**config.mk**
```make
export PLATFORM = sky130hd
export DESIGN_NAME = pick_place_machine_sequencer_flat
export DESIGN_NICKNAME = d
export VERILOG_FILES = /design/src/rtl/ppms_pkg.sv /design/src/rtl/ppms_if.sv /design/src/rtl/ppms_step.sv /design/src/rtl/pick_place_machine_sequencer.sv /design/src/flat_wrapper.sv
export SDC_FILE = /design/constraint.sdc
export NUM_CORES = 1
export LEC_CHECK = 0
export ABC_AREA = 1
export BUFFER_PORTS_ARGS = -buffer_cell sky130_fd_sc_hd__clkbuf_2
export CORE_ASPECT_RATIO = 1.4
export CORE_MARGIN = 8
export CORE_UTILIZATION = 54
export DETAILED_ROUTE_END_ITERATION = 16
export PLACE_DENSITY_LB_ADDON = 0.12
export SYNTH_ARGS = -nofsm -noshare
export SYNTH_HDL_FRONTEND = slang
export SYNTH_SLANG_ARGS = --single-unit
export TNS_END_PERCENT = 10
```
**constraint.sdc**
```tcl
create_clock -name clk -period 5 [get_ports clk]
set_clock_uncertainty 0.15 [all_clocks]
set_input_delay 0.5 -clock clk [delete_from_list [all_inputs] [get_ports clk]]
set_output_delay 0.5 -clock clk [all_outputs]
set_load 0.03 [all_outputs]
```
**src/rtl/ppms_pkg.sv**
```systemverilog
// Package with the types, codes and constants of the pick-and-place sequencer.
package ppms_pkg;

	// Machine mode; codes 5 to 7 are never entered.
	typedef enum logic [2:0] {
		MODE_READY   = 3'd0,
		MODE_MOVING  = 3'd1,
		MODE_PICKING = 3'd2,
		MODE_PLACING = 3'd3,
		MODE_HOMING  = 3'd4
	} mode_t;

	// Command codes carried by each item; 6 and 7 act as empty.
	typedef enum logic [2:0] {
		CMD_EMPTY = 3'd0,
		CMD_STOP  = 3'd1,
		CMD_MOVE  = 3'd2,
		CMD_PICK  = 3'd3,
		CMD_PLACE = 3'd4,
		CMD_HOME  = 3'd5
	} cmd_t;

	// Homing sub-sequence.
	typedef enum logic [2:0] {
		HS_INIT = 3'd0,
		HS_Z    = 3'd1,
		HS_X    = 3'd2,
		HS_Y    = 3'd3,
		HS_YAW  = 3'd4,
		HS_DONE = 3'd5
	} hstep_t;

	// Pick/place sub-sequence.
	typedef enum logic [1:0] {
		PP_INIT    = 2'd0,
		PP_DOWN    = 2'd1,
		PP_CONTACT = 2'd2,
		PP_DONE    = 2'd3
	} pstep_t;

	// Jog axis codes.
	localparam logic [1:0] JOG_NONE = 2'd0;
	localparam logic [1:0] JOG_Z    = 2'd1;
	localparam logic [1:0] JOG_X    = 2'd2;
	localparam logic [1:0] JOG_Y    = 2'd3;

	// Axis-zero mask bits.
	localparam logic [3:0] ZERO_X   = 4'b0001;
	localparam logic [3:0] ZERO_Y   = 4'b0010;
	localparam logic [3:0] ZERO_Z   = 4'b0100;
	localparam logic [3:0] ZERO_YAW = 4'b1000;

	// Configuration register indexes and reset values.
	localparam logic REG_PICK_VACUUM   = 1'b0;
	localparam logic REG_PLACE_RELEASE = 1'b1;
	localparam logic [7:0] PICK_VACUUM_RESET   = 8'd90;
	localparam logic [7:0] PLACE_RELEASE_RESET = 8'd100;

	// Sequencer state held between items.
	typedef struct packed {
		mode_t  mode;
		hstep_t hstep;
		pstep_t pstep;
		logic   pump;
		logic   valve;
	} state_t;

	// One input item.
	typedef struct packed {
		logic [2:0] func;
		logic       move_busy;
		logic       limit_x;
		logic       limit_y;
		logic       limit_z;
		logic [7:0] pressure_kpa;
	} item_t;

	// One result item.
	typedef struct packed {
		logic [2:0] mode;
		logic       pump_on;
		logic       valve_on;
		logic       load_targets;
		logic       run_move;
		logic [1:0] jog_axis;
		logic [3:0] zero_mask;
	} result_t;

endpackage

```
**src/rtl/ppms_if.sv**
```systemverilog
// Valid/ready channel interfaces for the command items and the result items.
interface ppms_cmd_if;
	logic       valid;
	logic       ready;
	logic [2:0] func;
	logic       move_busy;
	logic       limit_x;
	logic       limit_y;
	logic       limit_z;
	logic [7:0] pressure_kpa;

	modport source (output valid, func, move_busy, limit_x, limit_y, limit_z, pressure_kpa,
		input ready);
	modport sink (input valid, func, move_busy, limit_x, limit_y, limit_z, pressure_kpa,
		output ready);
endinterface

interface ppms_res_if;
	logic       valid;
	logic       ready;
	logic [2:0] mode;
	logic       pump_on;
	logic       valve_on;
	logic       load_targets;
	logic       run_move;
	logic [1:0] jog_axis;
	logic [3:0] zero_mask;

	modport source (output valid, mode, pump_on, valve_on, load_targets, run_move, jog_axis,
		zero_mask, input ready);
	modport sink (input valid, mode, pump_on, valve_on, load_targets, run_move, jog_axis,
		zero_mask, output ready);
endinterface

```
**src/rtl/ppms_step.sv**
```systemverilog
// Next-state and result logic for one controller tick of the sequencer.
module ppms_step (
	input  ppms_pkg::state_t  cur,
	input  ppms_pkg::item_t   item,
	input  logic [7:0]        pick_limit,
	input  logic [7:0]        place_limit,
	output ppms_pkg::state_t  nxt,
	output ppms_pkg::result_t res
);
	import ppms_pkg::*;

	logic is_pick;

	assign is_pick = (cur.mode == MODE_PICKING);

	// One tick: stop override, then the work of the current mode.
	always_comb begin
		nxt = cur;
		res = '0;
		if (item.func == CMD_STOP) begin
			nxt.mode = MODE_READY;
		end
		case (nxt.mode)
			MODE_READY: begin
				if (item.func == CMD_MOVE) begin
					nxt.mode = MODE_MOVING;
					res.load_targets = 1'b1;
				end else if (item.func == CMD_PICK) begin
					nxt.mode = MODE_PICKING;
					res.load_targets = 1'b1;
				end else if (item.func == CMD_PLACE) begin
					nxt.mode = MODE_PLACING;
					res.load_targets = 1'b1;
				end else if (item.func == CMD_HOME) begin
					nxt.hstep = HS_INIT;
					nxt.mode = MODE_HOMING;
				end
			end
			MODE_MOVING: begin
				res.run_move = 1'b1;
				if (!item.move_busy) begin
					nxt.mode = MODE_READY;
				end
			end
			MODE_PICKING, MODE_PLACING: begin
				case (cur.pstep)
					PP_INIT: begin
						if (is_pick) begin
							nxt.pump = 1'b1;
							nxt.valve = 1'b1;
						end else begin
							nxt.valve = 1'b0;
						end
						nxt.pstep = PP_DOWN;
					end
					PP_DOWN: begin
						res.run_move = 1'b1;
						if (!item.move_busy) begin
							nxt.pstep = PP_CONTACT;
						end
					end
					PP_CONTACT: begin
						if (is_pick) begin
							nxt.valve = 1'b0;
							if (item.pressure_kpa < pick_limit) begin
								nxt.pstep = PP_DONE;
							end
						end else begin
							nxt.valve = 1'b1;
							if (item.pressure_kpa > place_limit) begin
								nxt.pstep = PP_DONE;
								nxt.pump = 1'b0;
								nxt.valve = 1'b0;
							end
						end
					end
					default: begin
					end
				endcase
				// A finished pick or place returns to ready.
				if (nxt.pstep == PP_DONE) begin
					nxt.mode = MODE_READY;
					nxt.pstep = PP_INIT;
				end
			end
			MODE_HOMING: begin
				case (cur.hstep)
					HS_INIT: begin
						nxt.hstep = HS_Z;
					end
					HS_Z: begin
						if (item.limit_z) begin
							res.zero_mask = ZERO_Z;
							nxt.hstep = HS_X;
						end else begin
							res.jog_axis = JOG_Z;
						end
					end
					HS_X: begin
						if (item.limit_x) begin
							res.zero_mask = ZERO_X;
							nxt.hstep = HS_Y;
						end else begin
							res.jog_axis = JOG_X;
						end
					end
					HS_Y: begin
						if (item.limit_y) begin
							res.zero_mask = ZERO_Y;
							nxt.hstep = HS_YAW;
						end else begin
							res.jog_axis = JOG_Y;
						end
					end
					HS_YAW: begin
						res.zero_mask = ZERO_YAW;
						nxt.hstep = HS_DONE;
					end
					default: begin
						nxt.hstep = HS_DONE;
					end
				endcase
				// A finished homing run returns to ready.
				if (nxt.hstep == HS_DONE) begin
					nxt.mode = MODE_READY;
					nxt.hstep = HS_INIT;
				end
			end
			default: begin
			end
		endcase
		res.mode = nxt.mode;
		res.pump_on = nxt.pump;
		res.valve_on = nxt.valve;
	end

endmodule

```
**src/rtl/pick_place_machine_sequencer.sv**
```systemverilog
// Pick-and-place machine sequencer: input register, tick logic and result register.
// The sequencer takes one controller tick per item and returns one result per item,
// carrying the mode, pump and valve levels and the strobes of that tick after the
// update. It accepts one item every clock cycle unless stalled; each item is held
// in the input register, where the tick logic runs against the held state, and
// then waits in the result register until taken. The input side keeps accepting
// while a result waits, as long as the input register is empty or can move on. The
// two pressure limits are written over the APB port at byte addresses 0 and 4; the
// user must write them only while no item is in flight; the block does not check.
module pick_place_machine_sequencer (
	input  logic        clk,
	input  logic        arst_n,
	input  logic        psel,
	input  logic        penable,
	input  logic        pwrite,
	input  logic [2:0]  paddr,
	input  logic [31:0] pwdata,
	output logic [31:0] prdata,
	output logic        pready,
	ppms_cmd_if.sink    item_in,
	ppms_res_if.source  result_out
);
	import ppms_pkg::*;

	logic [7:0] pick_limit_q;
	logic [7:0] place_limit_q;
	logic       cfg_write;
	state_t     state_q;
	state_t     state_next;
	item_t      item_s1;
	logic       valid_s1;
	result_t    result_next;
	result_t    result_s2;
	logic       valid_s2;
	logic       advance;

	// Configuration registers.
	assign pready = 1'b1;
	assign cfg_write = psel && penable && pwrite;
	assign prdata = {24'd0, (paddr[2] == REG_PLACE_RELEASE) ? place_limit_q : pick_limit_q};

	always_ff @(posedge clk or negedge arst_n) begin
		if (!arst_n) begin
			pick_limit_q <= PICK_VACUUM_RESET;
			place_limit_q <= PLACE_RELEASE_RESET;
		end else if (cfg_write) begin
			if (paddr[2] == REG_PICK_VACUUM) begin
				pick_limit_q <= pwdata[7:0];
			end else begin
				place_limit_q <= pwdata[7:0];
			end
		end
	end

	// Handshake: the input register moves on when the result register is free.
	assign advance = valid_s1 && (!valid_s2 || result_out.ready);
	assign item_in.ready = !valid_s1 || advance;

	// Input register.
	always_ff @(posedge clk or negedge arst_n) begin
		if (!arst_n) begin
			valid_s1 <= 1'b0;
		end else if (item_in.ready) begin
			valid_s1 <= item_in.valid;
		end
	end

	always_ff @(posedge clk) begin
		if (item_in.valid && item_in.ready) begin
			item_s1 <= '{func: item_in.func, move_busy: item_in.move_busy,
				limit_x: item_in.limit_x, limit_y: item_in.limit_y,
				limit_z: item_in.limit_z, pressure_kpa: item_in.pressure_kpa};
		end
	end

	// Tick logic.
	ppms_step u_step (
		.cur         (state_q),
		.item        (item_s1),
		.pick_limit  (pick_limit_q),
		.place_limit (place_limit_q),
		.nxt         (state_next),
		.res         (result_next)
	);

	// Sequencer state, updated once per item.
	always_ff @(posedge clk or negedge arst_n) begin
		if (!arst_n) begin
			state_q <= '{mode: MODE_READY, hstep: HS_INIT, pstep: PP_INIT,
				pump: 1'b0, valve: 1'b0};
		end else if (advance) begin
			state_q <= state_next;
		end
	end

	// Result register.
	always_ff @(posedge clk or negedge arst_n) begin
		if (!arst_n) begin
			valid_s2 <= 1'b0;
		end else if (advance) begin
			valid_s2 <= 1'b1;
		end else if (result_out.ready) begin
			valid_s2 <= 1'b0;
		end
	end

	always_ff @(posedge clk) begin
		if (advance) begin
			result_s2 <= result_next;
		end
	end

	assign result_out.valid = valid_s2;
	assign result_out.mode = result_s2.mode;
	assign result_out.pump_on = result_s2.pump_on;
	assign result_out.valve_on = result_s2.valve_on;
	assign result_out.load_targets = result_s2.load_targets;
	assign result_out.run_move = result_s2.run_move;
	assign result_out.jog_axis = result_s2.jog_axis;
	assign result_out.zero_mask = result_s2.zero_mask;

endmodule

```
**src/flat_wrapper.sv**
```systemverilog
// flat-port wrapper written by rule: the top's interface ports become plain ports
module pick_place_machine_sequencer_flat import ppms_pkg::*;
  (clk, arst_n, psel, penable, pwrite, paddr, pwdata, prdata, pready, item_in_valid, item_in_func, item_in_move_busy, item_in_limit_x, item_in_limit_y, item_in_limit_z, item_in_pressure_kpa, item_in_ready, result_out_valid, result_out_mode, result_out_pump_on, result_out_valve_on, result_out_load_targets, result_out_run_move, result_out_jog_axis, result_out_zero_mask, result_out_ready);
  ppms_cmd_if item_in_i ();
  ppms_res_if result_out_i ();
  input  logic clk;
  input  logic arst_n;
  input  logic psel;
  input  logic penable;
  input  logic pwrite;
  input  logic [2:0] paddr;
  input  logic [31:0] pwdata;
  output logic [31:0] prdata;
  output logic pready;
  input wire logic [$bits(item_in_i.valid)-1:0] item_in_valid;
  input wire logic [$bits(item_in_i.func)-1:0] item_in_func;
  input wire logic [$bits(item_in_i.move_busy)-1:0] item_in_move_busy;
  input wire logic [$bits(item_in_i.limit_x)-1:0] item_in_limit_x;
  input wire logic [$bits(item_in_i.limit_y)-1:0] item_in_limit_y;
  input wire logic [$bits(item_in_i.limit_z)-1:0] item_in_limit_z;
  input wire logic [$bits(item_in_i.pressure_kpa)-1:0] item_in_pressure_kpa;
  output wire logic [$bits(item_in_i.ready)-1:0] item_in_ready;
  output wire logic [$bits(result_out_i.valid)-1:0] result_out_valid;
  output wire logic [$bits(result_out_i.mode)-1:0] result_out_mode;
  output wire logic [$bits(result_out_i.pump_on)-1:0] result_out_pump_on;
  output wire logic [$bits(result_out_i.valve_on)-1:0] result_out_valve_on;
  output wire logic [$bits(result_out_i.load_targets)-1:0] result_out_load_targets;
  output wire logic [$bits(result_out_i.run_move)-1:0] result_out_run_move;
  output wire logic [$bits(result_out_i.jog_axis)-1:0] result_out_jog_axis;
  output wire logic [$bits(result_out_i.zero_mask)-1:0] result_out_zero_mask;
  input wire logic [$bits(result_out_i.ready)-1:0] result_out_ready;
  assign item_in_i.valid = item_in_valid;
  assign item_in_i.func = item_in_func;
  assign item_in_i.move_busy = item_in_move_busy;
  assign item_in_i.limit_x = item_in_limit_x;
  assign item_in_i.limit_y = item_in_limit_y;
  assign item_in_i.limit_z = item_in_limit_z;
  assign item_in_i.pressure_kpa = item_in_pressure_kpa;
  assign item_in_ready = item_in_i.ready;
  assign result_out_valid = result_out_i.valid;
  assign result_out_mode = result_out_i.mode;
  assign result_out_pump_on = result_out_i.pump_on;
  assign result_out_valve_on = result_out_i.valve_on;
  assign result_out_load_targets = result_out_i.load_targets;
  assign result_out_run_move = result_out_i.run_move;
  assign result_out_jog_axis = result_out_i.jog_axis;
  assign result_out_zero_mask = result_out_i.zero_mask;
  assign result_out_i.ready = result_out_ready;
  pick_place_machine_sequencer u_core (.clk(clk), .arst_n(arst_n), .psel(psel), .penable(penable), .pwrite(pwrite), .paddr(paddr), .pwdata(pwdata), .prdata(prdata), .pready(pready), .item_in(item_in_i), .result_out(result_out_i));
endmodule
```
# Yosys cells after proc, flatten, opt, wreduce, memory -nomap -nowiden
# Cells that the tools add are included.
[word_totals] latchBits=0 memories=0 in_bits=57 romBits=0 wordCells=112 output_inout_bits=48 ff_bits=56 ram_bits=0
[op_classes] n_bitwise=1 n_lt_le_gt_ge=2 reduce_logical=18 addsub=0 div_mod_pow=0 multipliers=0 n_eq_ne=22 shift=0 muxes=47
[op_table] op="$mux W3" count=14
[op_table] op="$pmux W3 S4" count=2
[op_table] op="$eq A3 B2 Y1 const B" count=7
[op_table] op="$mux W2" count=9
[op_table] op="$pmux W4 S4" count=1
[op_table] op="$eq A3 B3 Y1 const B" count=5
[op_table] op="$mux W1" count=12
[op_table] op="$mux W6" count=2
[op_table] op="$pmux W2 S3" count=2
[op_table] op="$eq A3 B1 Y1 const B" count=3
[op_table] op="$gt A8 B8 Y1" count=1
[op_table] op="$lt A8 B8 Y1" count=1
[op_table] op="$mux W8" count=1
[op_table] op="$ne A2 B2 Y1 const B" count=4
[op_table] op="$logic_not A3 Y1" count=2
[op_table] op="$pmux W3 S2" count=1
[op_table] op="$reduce_and A2 Y1" count=3
[op_table] op="$reduce_and A6 Y1" count=1
[op_table] op="$eq A2 B2 Y1 const B" count=2
[op_table] op="$logic_and A1 B1 Y1" count=4
[op_table] op="$mux W4" count=1
[op_table] op="$pmux W2 S2" count=1
[op_table] op="$reduce_bool A2 Y1" count=2
[op_table] op="$eq A2 B1 Y1 const B" count=1
[op_table] op="other kinds (6)" count=8

# Depth between registers and ports, before layout
[logic_depth] depth_word=8 mapped_depth=16 mapped_depth_nobuf=16

# Cells and area by module
# Synthesis repeated with hierarchy kept, for this count alone.
[hier_totals] cells_unflattened=378 area_unflattened_um2=3210.6
[by_module_without_submodules] mod="pick_place_machine_sequencer" cells_each=206 area_per_inst_um2=2260.9 seq_area_each_um2=1550.2 instances=1
[by_module_without_submodules] mod="ppms_step" cells_each=172 area_per_inst_um2=949.7 seq_area_each_um2=0.0 instances=1

# Least setup slack after synthesis
# No wires, ideal clock.
[synth_path] kind="input port to output port" start="input paddr[2]" end="output prdata[5]" path_slack_ns=2.789 required_time_ns=4.350 t_arrival_ns=1.561 path_buffers=2 cell_stages=3 path_cell_list="clkbuf_1 -> clkbuf_1 -> o21ai_0"
[synth_between] elab_chain_len=1
[synth_rtl] item="from (decl)" line_no="flat_wrapper.sv:11" rtl="input logic [2:0] paddr;"
[synth_rtl] item="$mux W8" line_no="pick_place_machine_sequencer.sv:40" rtl="assign prdata = {24'd0, (paddr[2] == REG_PLACE_RELEASE) ? place_limit_q : pick_limit_q};"
[synth_rtl] item="to (decl)" line_no="flat_wrapper.sv:13" rtl="output logic [31:0] prdata;"
# No other way between the ends.

==> reports/qor.yml <==
status: "completed"
cts_resized: 0
pre_cts_ws_ns: 2.91
cp_max_fo: 3
dieHeight_um: 104
place_area_um2: 3240
hold_ws_ns: 0.0885
dp.cells: 454
total_power_mw: 1.48
grt_pass1_wl_um: 9710
core_area_um2: 5450
yosysWarnings: 0
path_depth: 12
cp_top_family: "simple AND/OR/NAND/NOR gates"
mostFrequentLayoutCell: "nand2_1"
die-area_um2: 8240
fmax_mhz: 476
finalInstanceArea_um2: 3350
track_usage_pct: 14.4
reg2reg_from: "u_core.place_limit_q[6]$_DFFE_PN1P_"
cts_max_path_buffers: 2
drtAntennaViolNets: 0
cpMostUsedCell: "nand2_1"
initial_core_util_pct: 55.2
max_cap_violations: 0
vias_per_cell: 4.71
seq_area_um2: 1550
stdcell_count: 462
path_class: "reg -> reg"
wire_per_inst_um: 12.0
cp-end-kind: "flop"
port_buffers: 53
netlist_area_um2: 3010
worst_slew_pin_slew_ns: 0.751
rsz0062_at_grt: "false"
slew_viol_final: 0
nNetsFinal: 465
die-width_um: 79.1
r2r_cells: 12
setup_viol: 0
ys_ff_latch: 56
clk_pin_slew_ns: 0.10
place_congestion: 0.902
grt_overflow: 0
numCtsBuffers: 5
final_core_util_pct: 61.5
drc_errors: 0
crit_buf_inv: 1
hold_class: "in -> async"
drt_wl_total_um: 5520
clk-insertion-delay-late_ns: 0.31
finalCritPeriodShare_pct: 42.0
drive_gt1_share_pct: 21.1
critical_path.cell_chain: "inv_1 > ha_1 > nand2_1 > nor2_1 > nand4_1 > nand3_1 > nand3_1 > nand2_1 > nand2_1 > nand3_1 > nand2_1 > o21ai_1"
antenna_found_initial: 0
hpwl_um: 4430
crit_required_ns: 5.09
grt_max_degree: 29
vias: 2178
tritoncts: "yes"
most-common-layout-cells: "nand2_1, clkbuf_2, inv_1"
post_synth.cell_area_avg_um2: 8.87
peakVddDrop_mv: 0.263
hold_buffers: 0
finalCriticalPeriod_ns: 2.10
cts_sinks: 56
post_cts_buffers: 0
netlist_instances: 339
finalWorstSetupSlack_ns: 2.90
crit_start: "u_core.place_limit_q[6]$_DFFE_PN1P_"
syn_to_final_growth_pct: 11.5
arrival_ns: 2.18
reg2reg_slack_ns: 2.90
setup_tns_ns: 0
start_kind: "flop"
max_stage_delay_ns: 0.56
antennaDiodeCount: 0
multi_input_area_um2: 1120
r2r_end: "u_core.state_q[8]$_DFFE_PN0P_"
power_density_nw_per_um2: 441
first_pass_iters: 4
crit_slowest_cell: "dfstp_2"
yosysSeqAreaShare_pct: 51.6
fill_cells: 500
slew_headroom_pct: 49.9
hold_violations: 0
h-tree-depth: 2
p_leak_nw: 1.69
root_buffer: "clkbuf_8"
grt_pass1_vias: 2243
design.portCount: 105
ys_types: 31
first_iter_violations: 87
rows: 32
## routing by layer
layer / share of wire [%] / vias up / GRT usage [%]
li1: - / 1146 / -
met1: 38 / 973 / 14.2
met2: 54 / 50 / 26.8
met3: 6.4 / 9 / 4.33
met4: 2.0 / 0 / 5.45
met5: 0 / - / 0
## cells by family after synthesis
kind of cell	synth area share, %
adders and majority gates	6.24
and+or+nand+nor	19.5
other	0.250
buffers and inverters	14.0
AOI/OAI and AO/OA	8.45
DFF	51.6
## layout make-up
cell class,count,area share [%]
multi-input combinational,219,33.5
clock buffer,5,2.05
timing repair buffer,53,7.92
tap,68,2.54
sequential,56,46.3
inverter,58,6.50
clock inverter,3,1.27
## flip-flops by register name (all words and copies together), names as in the netlist
name                            cells
u_core.item_s1                     15
u_core.pick_limit_q                 8
u_core.place_limit_q                8
u_core.result_out.jog_axis          2
u_core.result_out.load_targets      1
u_core.result_out.mode              3
u_core.result_out.pump_on           1
u_core.result_out.run_move          1
u_core.result_out.valid             1
u_core.result_out.valve_on          1
u_core.result_out.zero_mask         4
u_core.state_q                     10
u_core.valid_s1                     1
## worst register-to-register path, stage by stage (launching register included)
cell and delay [ns]:
dfstp_2 0.56, inv_1 0.05, ha_1 0.26, nand2_1 0.07
nor2_1 0.14, nand4_1 0.14, nand3_1 0.13, nand3_1 0.12
nand2_1 0.11, nand2_1 0.06, nand3_1 0.08, nand2_1 0.06
o21ai_1 0.09
## how the worst max path moves through the flow
stage | slack (ns) | end
floorplan | 2.79 | prdata[5]
global placement | 2.94 | u_core.result_out.mode[0]$_DFFE_PP_
detailed placement | 2.91 | u_core.state_q[8]$_DFFE_PN0P_
CTS | 2.88 | u_core.state_q[8]$_DFFE_PN0P_
global route | 2.69 | u_core.state_q[8]$_DFFE_PN0P_
finish | 2.90 | u_core.state_q[8]$_DFFE_PN0P_
## synthesized netlist by cell type
cell type	count	area, µm²
nand2_1	73	274
inv_1	52	195
o21ai_0	30	150
edfxtp_1	28	841
buf_4	25	188
nor2_1	22	82.6
dfrtp_1	21	526
ha_1	15	188
nand3_1	13	65.1
dfstp_2	7	184
o21ai_1	7	35.0
a21oi_1	5	25.0
inv_2	5	18.8
nand2_2	5	31.3
nand4_1	5	31.3
nor3_1	5	25.0
clkbuf_1	4	15.0
conb_1	2	7.51
nand3b_1	2	15.0
nor2_4	2	22.5
a21boi_0	1	7.51
a21o_1	1	7.51
a31oi_1	1	6.26
and3_1	1	6.26
clkinv_1	1	3.75
nor2_2	1	6.26
nor3_2	1	10.0
nor3_4	1	16.3
o21bai_1	1	7.51
o22ai_1	1	6.26
o311ai_1	1	8.76
## power by group
group,leakage (nW),switching [mW],total (mW),internal [mW]
registers,0.615,0.0560,0.654,0.598
logic,1.02,0.367,0.528,0.161
clock network,0.0541,0.148,0.296,0.148
total,1.69,0.571,1.48,0.908
Note: power is estimated with default switching activity, not from simulation.
